File: src/rtl/msrt_pkg.sv
// ----------------------------------------------------------------------------
// msrt_pkg: shared types and constants of the mask sorted route table
// holds the table depth, operation codes, entry type and sequencer states
// ----------------------------------------------------------------------------
`default_nettype none
package msrt_pkg;
   localparam int TableDepth = 32;
   localparam int IdxW = $clog2(TableDepth);
   localparam int CntW = $clog2(TableDepth + 1);
   localparam int EntryW = 104;

   typedef enum logic [1:0] {
      FUNC_INSERT = 2'd0,
      FUNC_REMOVE = 2'd1,
      FUNC_LOOKUP = 2'd2,
      FUNC_FLUSH  = 2'd3
   } func_type;

   typedef struct packed {
      logic [31:0] target;
      logic [31:0] gateway;
      logic [31:0] mask;
      logic [7:0]  ttl;
   } entry_type;

   typedef enum logic [2:0] {
      ST_IDLE,
      ST_SCAN,
      ST_SHIFT,
      ST_PLACE,
      ST_DONE
   } state_type;
endpackage
`default_nettype wire

File: src/rtl/mask_sorted_route_table.sv
// ----------------------------------------------------------------------------
// mask_sorted_route_table: route table sorted by mask with prefix lookup
// Routes sit in one ram, kept in descending mask order. Every request gives
// exactly one response. A request is taken on req_valid and req_ready; the
// result is held on the rsp_ ports until the rsp_ transfer completes, and the
// block takes no new request until then.
// The sequencer reads the slots through the ram's registered read port. A scan
// issues a read and then evaluates it for each slot visited, with a last step
// when it runs off the end of the table; a remove or insert then moves the tail
// of the table one slot at a time (read, then write), and an insert ends with
// its end check and a step placing the route. rsp_valid is registered and rises
// in the cycle after the sequencer reaches done. Flush goes straight to done,
// and the next request can be taken in the cycle after the rsp_ transfer.
// Reset clears the entry count, state, read phase and rsp_valid; the ram keeps
// stale data that is never read, so no clearing pass is needed. A stalled
// receiver holds the response and req_ready stays low.
// ----------------------------------------------------------------------------
`default_nettype none
module mask_sorted_route_table (
   input  wire logic        clock,
   input  wire logic        reset,
   input  wire logic        req_valid,
   output logic             req_ready,
   input  wire logic [1:0]  req_func,
   input  wire logic [31:0] req_route_target,
   input  wire logic [31:0] req_route_gateway,
   input  wire logic [31:0] req_route_mask,
   input  wire logic [7:0]  req_route_ttl,
   input  wire logic [31:0] req_dest_ip,
   output logic             rsp_valid,
   input  wire logic        rsp_ready,
   output logic             rsp_hit,
   output logic             rsp_table_full,
   output logic [31:0]      rsp_found_target,
   output logic [31:0]      rsp_found_gateway,
   output logic [31:0]      rsp_found_mask,
   output logic [7:0]       rsp_found_ttl,
   output logic [5:0]       rsp_entry_count
);
   localparam int IW = msrt_pkg::IdxW;
   localparam int CW = msrt_pkg::CntW;

   msrt_pkg::state_type state_ff, state_in;
   logic                rd_phase_ff, rd_phase_in;
   logic [CW-1:0]       count_ff, count_in;
   logic [CW-1:0]       pos_ff, pos_in;
   logic [1:0]          func_ff, func_in;
   msrt_pkg::entry_type req_ff, req_in;
   logic [31:0]         ip_ff, ip_in;
   msrt_pkg::entry_type res_ff, res_in;
   logic                hit_ff, hit_in, full_ff, full_in;
   logic                rsp_valid_ff, rsp_valid_in;

   logic                wr_en;
   logic [IW-1:0]       wr_addr, rd_addr;
   msrt_pkg::entry_type wr_data, rd_data;
   logic [msrt_pkg::EntryW-1:0] rd_raw;
   logic                exact;

   msrt_ram #(.Width(msrt_pkg::EntryW), .Depth(msrt_pkg::TableDepth)) u_ram (
      .clock   (clock),
      .wr_en   (wr_en),
      .wr_addr (wr_addr),
      .wr_data (wr_data),
      .rd_addr (rd_addr),
      .rd_data (rd_raw)
   );
   assign rd_data = rd_raw;

   assign exact = (rd_data.target == req_ff.target) && (rd_data.gateway == req_ff.gateway)
                  && (rd_data.mask == req_ff.mask);

   always_ff @(posedge clock) begin
      if (reset) begin
         state_ff     <= msrt_pkg::ST_IDLE;
         count_ff     <= '0;
         rsp_valid_ff <= 1'b0;
         rd_phase_ff  <= 1'b0;
      end else begin
         state_ff     <= state_in;
         count_ff     <= count_in;
         rsp_valid_ff <= rsp_valid_in;
         rd_phase_ff  <= rd_phase_in;
      end
      pos_ff  <= pos_in;
      func_ff <= func_in;
      req_ff  <= req_in;
      ip_ff   <= ip_in;
      res_ff  <= res_in;
      hit_ff  <= hit_in;
      full_ff <= full_in;
   end

   always_comb begin
      state_in     = state_ff;
      rd_phase_in  = 1'b0;
      count_in     = count_ff;
      pos_in       = pos_ff;
      func_in      = func_ff;
      req_in       = req_ff;
      ip_in        = ip_ff;
      res_in       = res_ff;
      hit_in       = hit_ff;
      full_in      = full_ff;
      rsp_valid_in = rsp_valid_ff;
      wr_en        = 1'b0;
      wr_addr      = pos_ff[IW-1:0];
      wr_data      = req_ff;
      rd_addr      = pos_ff[IW-1:0];
      req_ready    = 1'b0;
      unique case (state_ff)
         msrt_pkg::ST_IDLE: begin
            req_ready = 1'b1;
            if (req_valid) begin
               func_in = req_func;
               req_in  = '{req_route_target, req_route_gateway, req_route_mask,
                           req_route_ttl};
               ip_in   = req_dest_ip;
               pos_in  = '0;
               res_in  = '0;
               hit_in  = 1'b0;
               full_in = 1'b0;
               if (msrt_pkg::func_type'(req_func) == msrt_pkg::FUNC_FLUSH) begin
                  count_in = '0;
                  state_in = msrt_pkg::ST_DONE;
               end else begin
                  state_in = msrt_pkg::ST_SCAN;
               end
            end
         end
         msrt_pkg::ST_SCAN: begin
            // issue the read, then evaluate it once the registered data is back
            if (pos_ff >= count_ff) begin
               if (msrt_pkg::func_type'(func_ff) == msrt_pkg::FUNC_INSERT) begin
                  if (count_ff == CW'(msrt_pkg::TableDepth)) begin
                     full_in  = 1'b1;
                     state_in = msrt_pkg::ST_DONE;
                  end else begin
                     ip_in    = 32'(pos_ff);
                     pos_in   = count_ff;
                     state_in = msrt_pkg::ST_SHIFT;
                  end
               end else begin
                  state_in = msrt_pkg::ST_DONE;
               end
            end else if (!rd_phase_ff) begin
               rd_phase_in = 1'b1;
            end else begin
               unique case (msrt_pkg::func_type'(func_ff))
                  msrt_pkg::FUNC_LOOKUP: begin
                     if ((ip_ff & rd_data.mask) == rd_data.target) begin
                        hit_in   = 1'b1;
                        res_in   = rd_data;
                        state_in = msrt_pkg::ST_DONE;
                     end else begin
                        pos_in = pos_ff + 1'b1;
                     end
                  end
                  msrt_pkg::FUNC_REMOVE: begin
                     if (exact) begin
                        hit_in   = 1'b1;
                        res_in   = rd_data;
                        count_in = count_ff - 1'b1;
                        pos_in   = pos_ff + 1'b1;
                        state_in = msrt_pkg::ST_SHIFT;
                     end else begin
                        pos_in = pos_ff + 1'b1;
                     end
                  end
                  default: begin
                     if (req_ff.mask > rd_data.mask) begin
                        if (count_ff == CW'(msrt_pkg::TableDepth)) begin
                           full_in  = 1'b1;
                           state_in = msrt_pkg::ST_DONE;
                        end else begin
                           // insertion point found, shift tail up from the end
                           ip_in    = 32'(pos_ff);
                           pos_in   = count_ff;
                           state_in = msrt_pkg::ST_SHIFT;
                        end
                     end else if (exact) begin
                        hit_in      = 1'b1;
                        res_in      = rd_data;
                        res_in.ttl  = req_ff.ttl;
                        wr_en       = 1'b1;
                        wr_data     = rd_data;
                        wr_data.ttl = req_ff.ttl;
                        state_in    = msrt_pkg::ST_DONE;
                     end else begin
                        pos_in = pos_ff + 1'b1;
                        ip_in  = 32'(pos_ff + 1'b1);
                     end
                  end
               endcase
            end
         end
         msrt_pkg::ST_SHIFT: begin
            if (msrt_pkg::func_type'(func_ff) == msrt_pkg::FUNC_REMOVE) begin
               // move slot pos down to pos-1 while pos <= new count
               if (pos_ff > count_ff) begin
                  state_in = msrt_pkg::ST_DONE;
               end else if (!rd_phase_ff) begin
                  rd_phase_in = 1'b1;
               end else begin
                  wr_en   = 1'b1;
                  wr_addr = IW'(pos_ff - 1'b1);
                  wr_data = rd_data;
                  pos_in  = pos_ff + 1'b1;
               end
            end else begin
               // move slot pos-1 up to pos while pos > insertion point
               rd_addr = IW'(pos_ff - 1'b1);
               if (pos_ff == ip_ff[CW-1:0]) begin
                  state_in = msrt_pkg::ST_PLACE;
               end else if (!rd_phase_ff) begin
                  rd_phase_in = 1'b1;
               end else begin
                  wr_en  = 1'b1;
                  wr_data = rd_data;
                  pos_in = pos_ff - 1'b1;
               end
            end
         end
         msrt_pkg::ST_PLACE: begin
            wr_en    = 1'b1;
            wr_data  = req_ff;
            count_in = count_ff + 1'b1;
            state_in = msrt_pkg::ST_DONE;
         end
         msrt_pkg::ST_DONE: begin
            rsp_valid_in = 1'b1;
            if (rsp_valid_ff && rsp_ready) begin
               rsp_valid_in = 1'b0;
               state_in     = msrt_pkg::ST_IDLE;
            end
         end
         default: state_in = msrt_pkg::ST_IDLE;
      endcase
   end

   assign rsp_valid         = rsp_valid_ff;
   assign rsp_hit           = hit_ff;
   assign rsp_table_full    = full_ff;
   assign rsp_found_target  = res_ff.target;
   assign rsp_found_gateway = res_ff.gateway;
   assign rsp_found_mask    = res_ff.mask;
   assign rsp_found_ttl     = res_ff.ttl;
   assign rsp_entry_count   = 6'(count_ff);

`ifndef ASSERT_OFF
   a_count_range: assert property (@(posedge clock) disable iff (reset)
      count_ff <= CW'(msrt_pkg::TableDepth))
      else $error("entry count beyond depth");
   a_hit_not_full: assert property (@(posedge clock) disable iff (reset)
      rsp_valid_ff |-> !(hit_ff && full_ff))
      else $error("hit and full together");
   a_rsp_only_done: assert property (@(posedge clock) disable iff (reset)
      rsp_valid_ff |-> state_ff == msrt_pkg::ST_DONE)
      else $error("response outside done");
   a_no_accept_busy: assert property (@(posedge clock) disable iff (reset)
      rsp_valid_ff |-> !req_ready)
      else $error("request taken while response pending");
`endif
endmodule
`default_nettype wire

File: src/rtl/msrt_ram.sv
// ----------------------------------------------------------------------------
// msrt_ram: generic single port write, single port read ram
// one write and one registered read per cycle
// ----------------------------------------------------------------------------
`default_nettype none
module msrt_ram #(
   parameter int Width = 8,
   parameter int Depth = 32
) (
   input  wire logic                     clock,
   input  wire logic                     wr_en,
   input  wire logic [$clog2(Depth)-1:0] wr_addr,
   input  wire logic [Width-1:0]         wr_data,
   input  wire logic [$clog2(Depth)-1:0] rd_addr,
   output logic      [Width-1:0]         rd_data
);
   logic [Width-1:0] mem [Depth];

   always_ff @(posedge clock) begin
      if (wr_en) begin
         mem[wr_addr] <= wr_data;
      end
      rd_data <= mem[rd_addr];
   end
endmodule
`default_nettype wire
File: config.mk
export PLATFORM = sky130hd
export DESIGN_NAME = mask_sorted_route_table
export DESIGN_NICKNAME = d
export VERILOG_FILES = /design/src/rtl/msrt_pkg.sv /design/src/rtl/mask_sorted_route_table.sv /design/src/rtl/msrt_ram.sv
export SDC_FILE = /design/constraint.sdc
export NUM_CORES = 2
export LEC_CHECK = 0
export BUFFER_PORTS_ARGS = -buffer_cell sky130_fd_sc_hd__buf_4
export CAP_MARGIN = 5
export CORE_MARGIN = 2
export CORE_UTILIZATION = 45
export DETAILED_ROUTE_END_ITERATION = 8
export MAX_ROUTING_LAYER = met4
export PLACE_DENSITY_LB_ADDON = 0.15
export REMOVE_ABC_BUFFERS = 1
export SYNTH_ARGS = -nofsm -noshare
export SYNTH_HDL_FRONTEND = slang
export SYNTH_HIERARCHICAL = 1
export SYNTH_SLANG_ARGS = --single-unit
File: constraint.sdc
create_clock -name clock -period 11.84 [get_ports clock]
set_input_delay 1.184 -clock clock [delete_from_list [all_inputs] [get_ports clock]]
set_output_delay 1.184 -clock clock [all_outputs]
set_load 0.1 [all_outputs]
== Yosys cells after proc, flatten, opt, wreduce, memory -nomap -nowiden ==
Memories as Yosys holds them, arrays and structs flattened. A register that Yosys moved wholly into a read port is not among the register bits.
Index checks and enable logic that the tools add are counted.
Word-level totals
  bits in registers: 261
  bits in writable memories: 3328
  input port bits: 142
  output and inout bits: 114
  word-level logic and storage cells: 190
  memories: 1
Cells by class
  add/sub/neg operators: 5
  $lt $le $gt $ge: 3
  equal/unequal tests: 39
  muxes and demuxes: 107
  bitwise gates (word level): 1
  reduce and logical (&&, ||, !) cells: 17
Memory list
  u_ram.mem: depth 32, bits a word 104, rd ports 1, clocked after Yosys merged registers in 1, write ports 1, RTL line msrt_ram.sv:17  | logic [Width-1:0] mem [Depth];
Operator list (number)
  $mux W104: 16
  $pmux W104 S2: 3
  $mux W32: 8
  $eq A32 B32 Y1: 4
  $mux W6: 19
  $pmux W32 S2: 1
  $mux W3: 14
  $pmux W6 S3: 2
  $and A32 B32 Y32: 1
  $gt A32 B32 Y1: 1
  $mux W1: 30
  $mux W5: 6
  $ne A3 B3 Y1 const B: 10
  $ne A4 B4 Y1 const B: 6
  $reduce_and A6 Y1: 3
  $ne A2 B2 Y1 const B: 8
  $reduce_and A8 Y1: 2
  $pmux W3 S5: 1
  $add A6 B1 Y6 const B: 2
  $pmux W6 S2: 1
  $sub A6 B1 Y6 const B: 2
  $reduce_and A9 Y1: 1
  $pmux W1 S2: 4
  $add A6 B1 Y7 const B: 1
  21 further kinds: 26

== Depth between registers and ports, before layout ==
  depth after elaboration: 11
  mapped depth: 15
  mapped depth without buffers: 11

== Cells and area by module ==
Netlist, hierarchy kept.
By module, submodules not included
  msrt_ram: instances 1, cells each 6065, area an instance 128457.0 um^2, seq. area each 102017.8 um^2
  mask_sorted_route_table: instances 1, cells each 1132, area an instance 14079.8 um^2, seq. area each 7727.4 um^2

== Least setup slack after synthesis ==
No wires, ideal clock.
  kind: register -> register
  from: register state_ff[2]
  to: register res_ff, in the netlist rsp_found_gateway[0] (enable)
  setup time: 629 ps
  data arrival time: 10829 ps
  data required time: 11211 ps
  setup slack: 382 ps
  stages on the path, launching flop included: 6
  buffers on the path: 1
  period minus slack after synthesis: 11458 ps
  cells stage by stage: dfxtp_1 > clkbuf_1 > nor3_1 > and2_1 > a21oi_1 > a31oi_1
On the way
  longest elaborated chain between the ends: 3
  elaborated cells on any way between the ends: 11
  classes of those cells: eq/ne: 8; reduce/logical: 3
RTL lines
  start, declared: RTL line mask_sorted_route_table.sv:43  | msrt_pkg::state_type state_ff, state_in;
  start signal, assigned: RTL line mask_sorted_route_table.sv:75  | state_ff <= msrt_pkg::ST_IDLE;
  start signal, assigned: RTL line mask_sorted_route_table.sv:80  | state_ff <= state_in;
  $eq A3 B1 Y1 / $logic_not A3 Y1 (equally long branches): RTL line mask_sorted_route_table.sv:111  | unique case (state_ff)
  $ne A4 B4 Y1 (no source line) (tied with other cells)
  $reduce_and A8 Y1 (no source line) (*)
  end signal, assigned: RTL line mask_sorted_route_table.sv:89  | res_ff <= res_in;
  end, declared: RTL line mask_sorted_route_table.sv:50  | msrt_pkg::entry_type res_ff, res_in;
Mark *: on every way between the ends. The rest lies on a longest branch, timed or not.
A chain may end at the register's enable or synchronous reset.

== Worst setup path after layout ==
  from: register req_ff[88] (netlist bit)
  to: memory u_ram/mem[6][58] (netlist bit) (enable)
On the way
  longest elaborated chain between the ends: 11
RTL lines
  start, declared: RTL line mask_sorted_route_table.sv:48  | msrt_pkg::entry_type req_ff, req_in;
  start signal, assigned: RTL line mask_sorted_route_table.sv:87  | req_ff <= req_in;
  $eq A32 B32 Y1: RTL line mask_sorted_route_table.sv:70  | assign exact = (rd_data.target == req_ff.target) && (rd_data.gateway == req_ff.gateway)
  $logic_and A1 B1 Y1: RTL line mask_sorted_route_table.sv:70
  $logic_and A1 B1 Y1: RTL line mask_sorted_route_table.sv:71  | && (rd_data.mask == req_ff.mask);
  $mux W1: RTL line mask_sorted_route_table.sv:181  | end else if (exact) begin
  $mux W1: RTL line mask_sorted_route_table.sv:171  | if (req_ff.mask > rd_data.mask) begin
  $mux W1: RTL line mask_sorted_route_table.sv:149  | unique case (msrt_pkg::func_type'(func_ff))
  $mux W1: RTL line mask_sorted_route_table.sv:146  | end else if (!rd_phase_ff) begin
  $mux W1: RTL line mask_sorted_route_table.sv:133  | if (pos_ff >= count_ff) begin
  $pmux W1 S3: RTL line mask_sorted_route_table.sv:111
  via wr_en: RTL line mask_sorted_route_table.sv:54  | logic wr_en;
  $mux W1: RTL line msrt_ram.sv:20  | if (wr_en) begin
  $mux W1 (not written as such): RTL line msrt_ram.sv:21  | mem[wr_addr] <= wr_data;
  end, declared: RTL line msrt_ram.sv:17
The timed path passes the listed nets, and every way through them passes these cells.

==> impl_metrics.ini <==
[worst_setup_path]
rr_worst_depth = 11
cp-end-kind = flop
r2r_end = u_ram/mem[6][58]
worstReg2RegStart = req_ff[88]
critPathMaxFanout = 35
critical_path_arrival_ns = 7.05
cp.required_ns = 12.40
critPathMaxStageDelay_ns = 0.79
startpoint_type = flop
crit_buf_inv = 2
path_cells = xnor2_1 -> nand4_1 -> nor4_1 -> nand4_1 -> nor4_2 -> o21ai_4 -> nand2_1 -> nand3b_1 -> nor2_4 -> buf_4 -> buf_4
crit_slowest_cell = nor2_4
reg2reg_slack_ns = 5.35
worstSetupPathType = reg -> reg
crit_family = simple AND/OR/NAND/NOR gates

[grt]
grt_use_met2 = 0.442
grt_pass1_vias = 73900
grt_pass1_wl_mm = 608
grt-busiest-layer = met2
gr-total-overflow = 0
grt_max_degree = 137
antenna_found_initial = 18
grt_use_met1 = 0.380
grtUsageTotal = 0.280
use_met3 = 0.0345

[clock_network]
cts_setup_buffers = 0
cts_resized = 0
cts_num_sinks = 3693
cts_root_buf = clkbuf_16
hold_buffers = 0
insertion_delay_ns = 0.95
path_clk_slew_ns = 0.06
clk_path_buf_depth = 4
cts_buffers = 384
cts_tree = built
htree_levels = 5

[placed_design]
portBuffers = 255
post-dp-hpwl_mm = 253
globalplace.congestion = 0.876
placedCellCount = 11400

[cells_and_area]
nFillCells = 25100
syn_to_final_growth_pct = 13.9
fin_cells = 12100
regArea_sq_mm = 0.110
multi_input_area_sq_mm = 0.0310
drive_gt1_frac = 0.200
finalNetCount = 7802
final_core_util = 0.515

[hold_path]
min_to = req_ff[1]
hold_start = req_route_ttl[1]
min_path_cells = 1
hp-class = in -> reg

[floorplanning]
core_sq_mm = 0.315
fp.dieW_microns = 567
ioPinCount = 256
core.rowCount = 206
die_y_microns = 567
start_util = 0.453
die_area_sq_mm = 0.321

[sta]
fin_worst_skew_ns = 0.0643
setup_tns_ns = 0
finalCritPeriodShare = 0.548
finalSetupViolCount = 0
max_freq_mhz = 154
relSlewSlack = 0.0607
layout_min_cycle_time_ns = 6.49
slew_violations = 0
final_hold_viol_count = 0
rsz0062_at_grt = false
worst_hold_slack_ns = 0.402
tightest_slew_ns = 1.41

[drt]
via_per_inst = 6.23
dr.first_iter.drc_count = 9902
vias = 75500
first_pass_iters = 6
post_drt_wl_per_cell_microns = 36.7
drcViolationCount = 0
ant_nets = 0
finalWirelength_mm = 444

[run_status]
status = complete, no violations

[power_and_ir_drop]
p_per_area_mw_per_mm2 = 259
ir_drop_uv = 201
leakage_nw = 52.6

[synthesis]
synth.distinct_cells = 69
ys.flop_type = edfxtp_1
avgSynthCellArea_sq_um = 19.8
netlist_instances = 7197
synth_edf_count = 3578
synth_area_sq_mm = 0.143
ys_async_sr_fraction = 0
yosysWarnings = 6
yosysSeqAreaShare = 0.770
synth_seq_cells = 3693

[run]
max_cap_viol_count = 0
-- worst register-to-register path: stages (launching register included) --
cell and delay, ns:
edfxtp_1 0.41, xnor2_1 0.64, nand4_1 0.26, nor4_1 0.64
nand4_1 0.59, nor4_2 0.49, o21ai_4 0.07, nand2_1 0.14
nand3b_1 0.62, nor2_4 0.79, buf_4 0.68, buf_4 0.69
-- cell families after synthesis --
group | synth area share
DFF | 0.770
muxes | 0.135
AOI/OAI and AO/OA | 0.0445
and+or+nand+nor | 0.0253
buffers and inverters | 0.0157
xor gates and xnor gates | 0.00528
adders and majority gates | 0.00427
-- layout make-up --
cell class / instances / area share
well taps: 4160 / 0.0321
flip-flops and latches: 3693 / 0.676
repair buffers: 424 / 0.0218
clock buffers: 498 / 0.0634
inverters: 52 / 0.00120
diodes: 10 / 0.000154
multi-input cells: 3057 / 0.191
clock inverters: 211 / 0.0143
-- sequential cells by signal (all words and copies together), names as in the netlist, 2 cells and up --
register           count
rsp_found_ttl          8
rsp_found_mask        32
pos_ff                 6
rsp_entry_count        6
u_ram/mem           3328
u_ram/rd_data        104
func_ff                2
rsp_found_target      32
state_ff               3
req_ff               104
ip_ff                 32
rsp_found_gateway     32
-- how the worst max path moves through the flow --
stage                    start                 end  slack, ns  depth (start not counted)
finish              req_ff[88]    u_ram/mem[6][58]       5.35                         11
global route        req_ff[88]    u_ram/mem[6][58]       5.25                         11
CTS                 req_ff[88]    u_ram/mem[6][42]       5.35                         11
detailed placement  req_ff[88]    u_ram/mem[6][42]       5.41                         11
global placement    req_ff[88]    u_ram/mem[6][42]       5.52                         11
floorplan           func_ff[1]  u_ram/rd_data[102]    -105.64                          8
-- synthesized netlist by cell type (8+ instances only) --
library cell	instances	area, sq um
nand3_1	232	1160
xnor2_1	77	674
xor2_1	9	78.8
nor2b_1	22	138
nor4_1	13	81.3
mux2_4	29	435
a31oi_1	66	413
buf_6	40	450
dfxtp_1	115	2300
edfxtp_1	3578	107000
and3b_1	9	78.8
nand3b_1	9	67.6
mux2i_1	851	8520
buf_1	11	41.3
nor3_1	20	100
inv_1	52	195
a21o_1	13	97.6
a22o_1	85	744
and3_1	20	125
nand2_1	61	229
mux2_2	82	923
a22oi_1	550	4130
a21oi_1	60	300
buf_4	20	150
and2_1	77	482
a211oi_1	9	67.6
nand4_1	76	475
clkbuf_1	179	672
mux4_2	416	9370
a21boi_0	8	60.1
o21ai_0	20	100
o22a_1	9	78.8
nor2_1	117	439
ha_1	47	588
buf_2	145	726
-- layout by cell type (no fill, tap or decap), types with 73 or more instances in the layout --
cell type,synthesis,final
clkbuf_16,0,386
dfxtp_1,115,115
buf_4,20,395
mux2_2,82,82
mux2i_1,851,851
edfxtp_1,3578,3578
and2_1,77,74
xnor2_1,77,73
mux4_2,416,416
clkinv_2,0,74
a22oi_1,550,550
nand3_1,232,232
clkbuf_1,179,90
nor2_1,117,75
a22o_1,85,85
nand4_1,76,76
-- power breakdown --
| group | leakage (nW) | switching (mW) | internal, mW |
|---|---|---|---|
| Clock | 6.17 | 5.13 | 6.99 |
| Sequential | 33.3 | 0.639 | 15.9 |
| Combinational | 13.1 | 9.19 | 4.17 |
| Total | 52.6 | 15.0 | 27.0 |
-- per-layer routing --
layer	part of all wire	vias up
met5	0	-
met4	0.036	0
met3	0.074	619
met2	0.48	3657
met1	0.41	40700
li1	-	30500
-- metrics by stage --
stage	instance area [sq um]	setup WS (ns)	total power, mW
2_1_floorplan	140000	-105.64	28.0
3_3_place_gp	150000	5.52	30.0
3_5_place_dp	150000	5.41	30.1
4_1_cts	162000	5.35	42.1
5_1_grt	162000	5.25	43.2
6_report	162000	5.35	42.0
No activity file was read; power rests on OpenSTA's default activity.
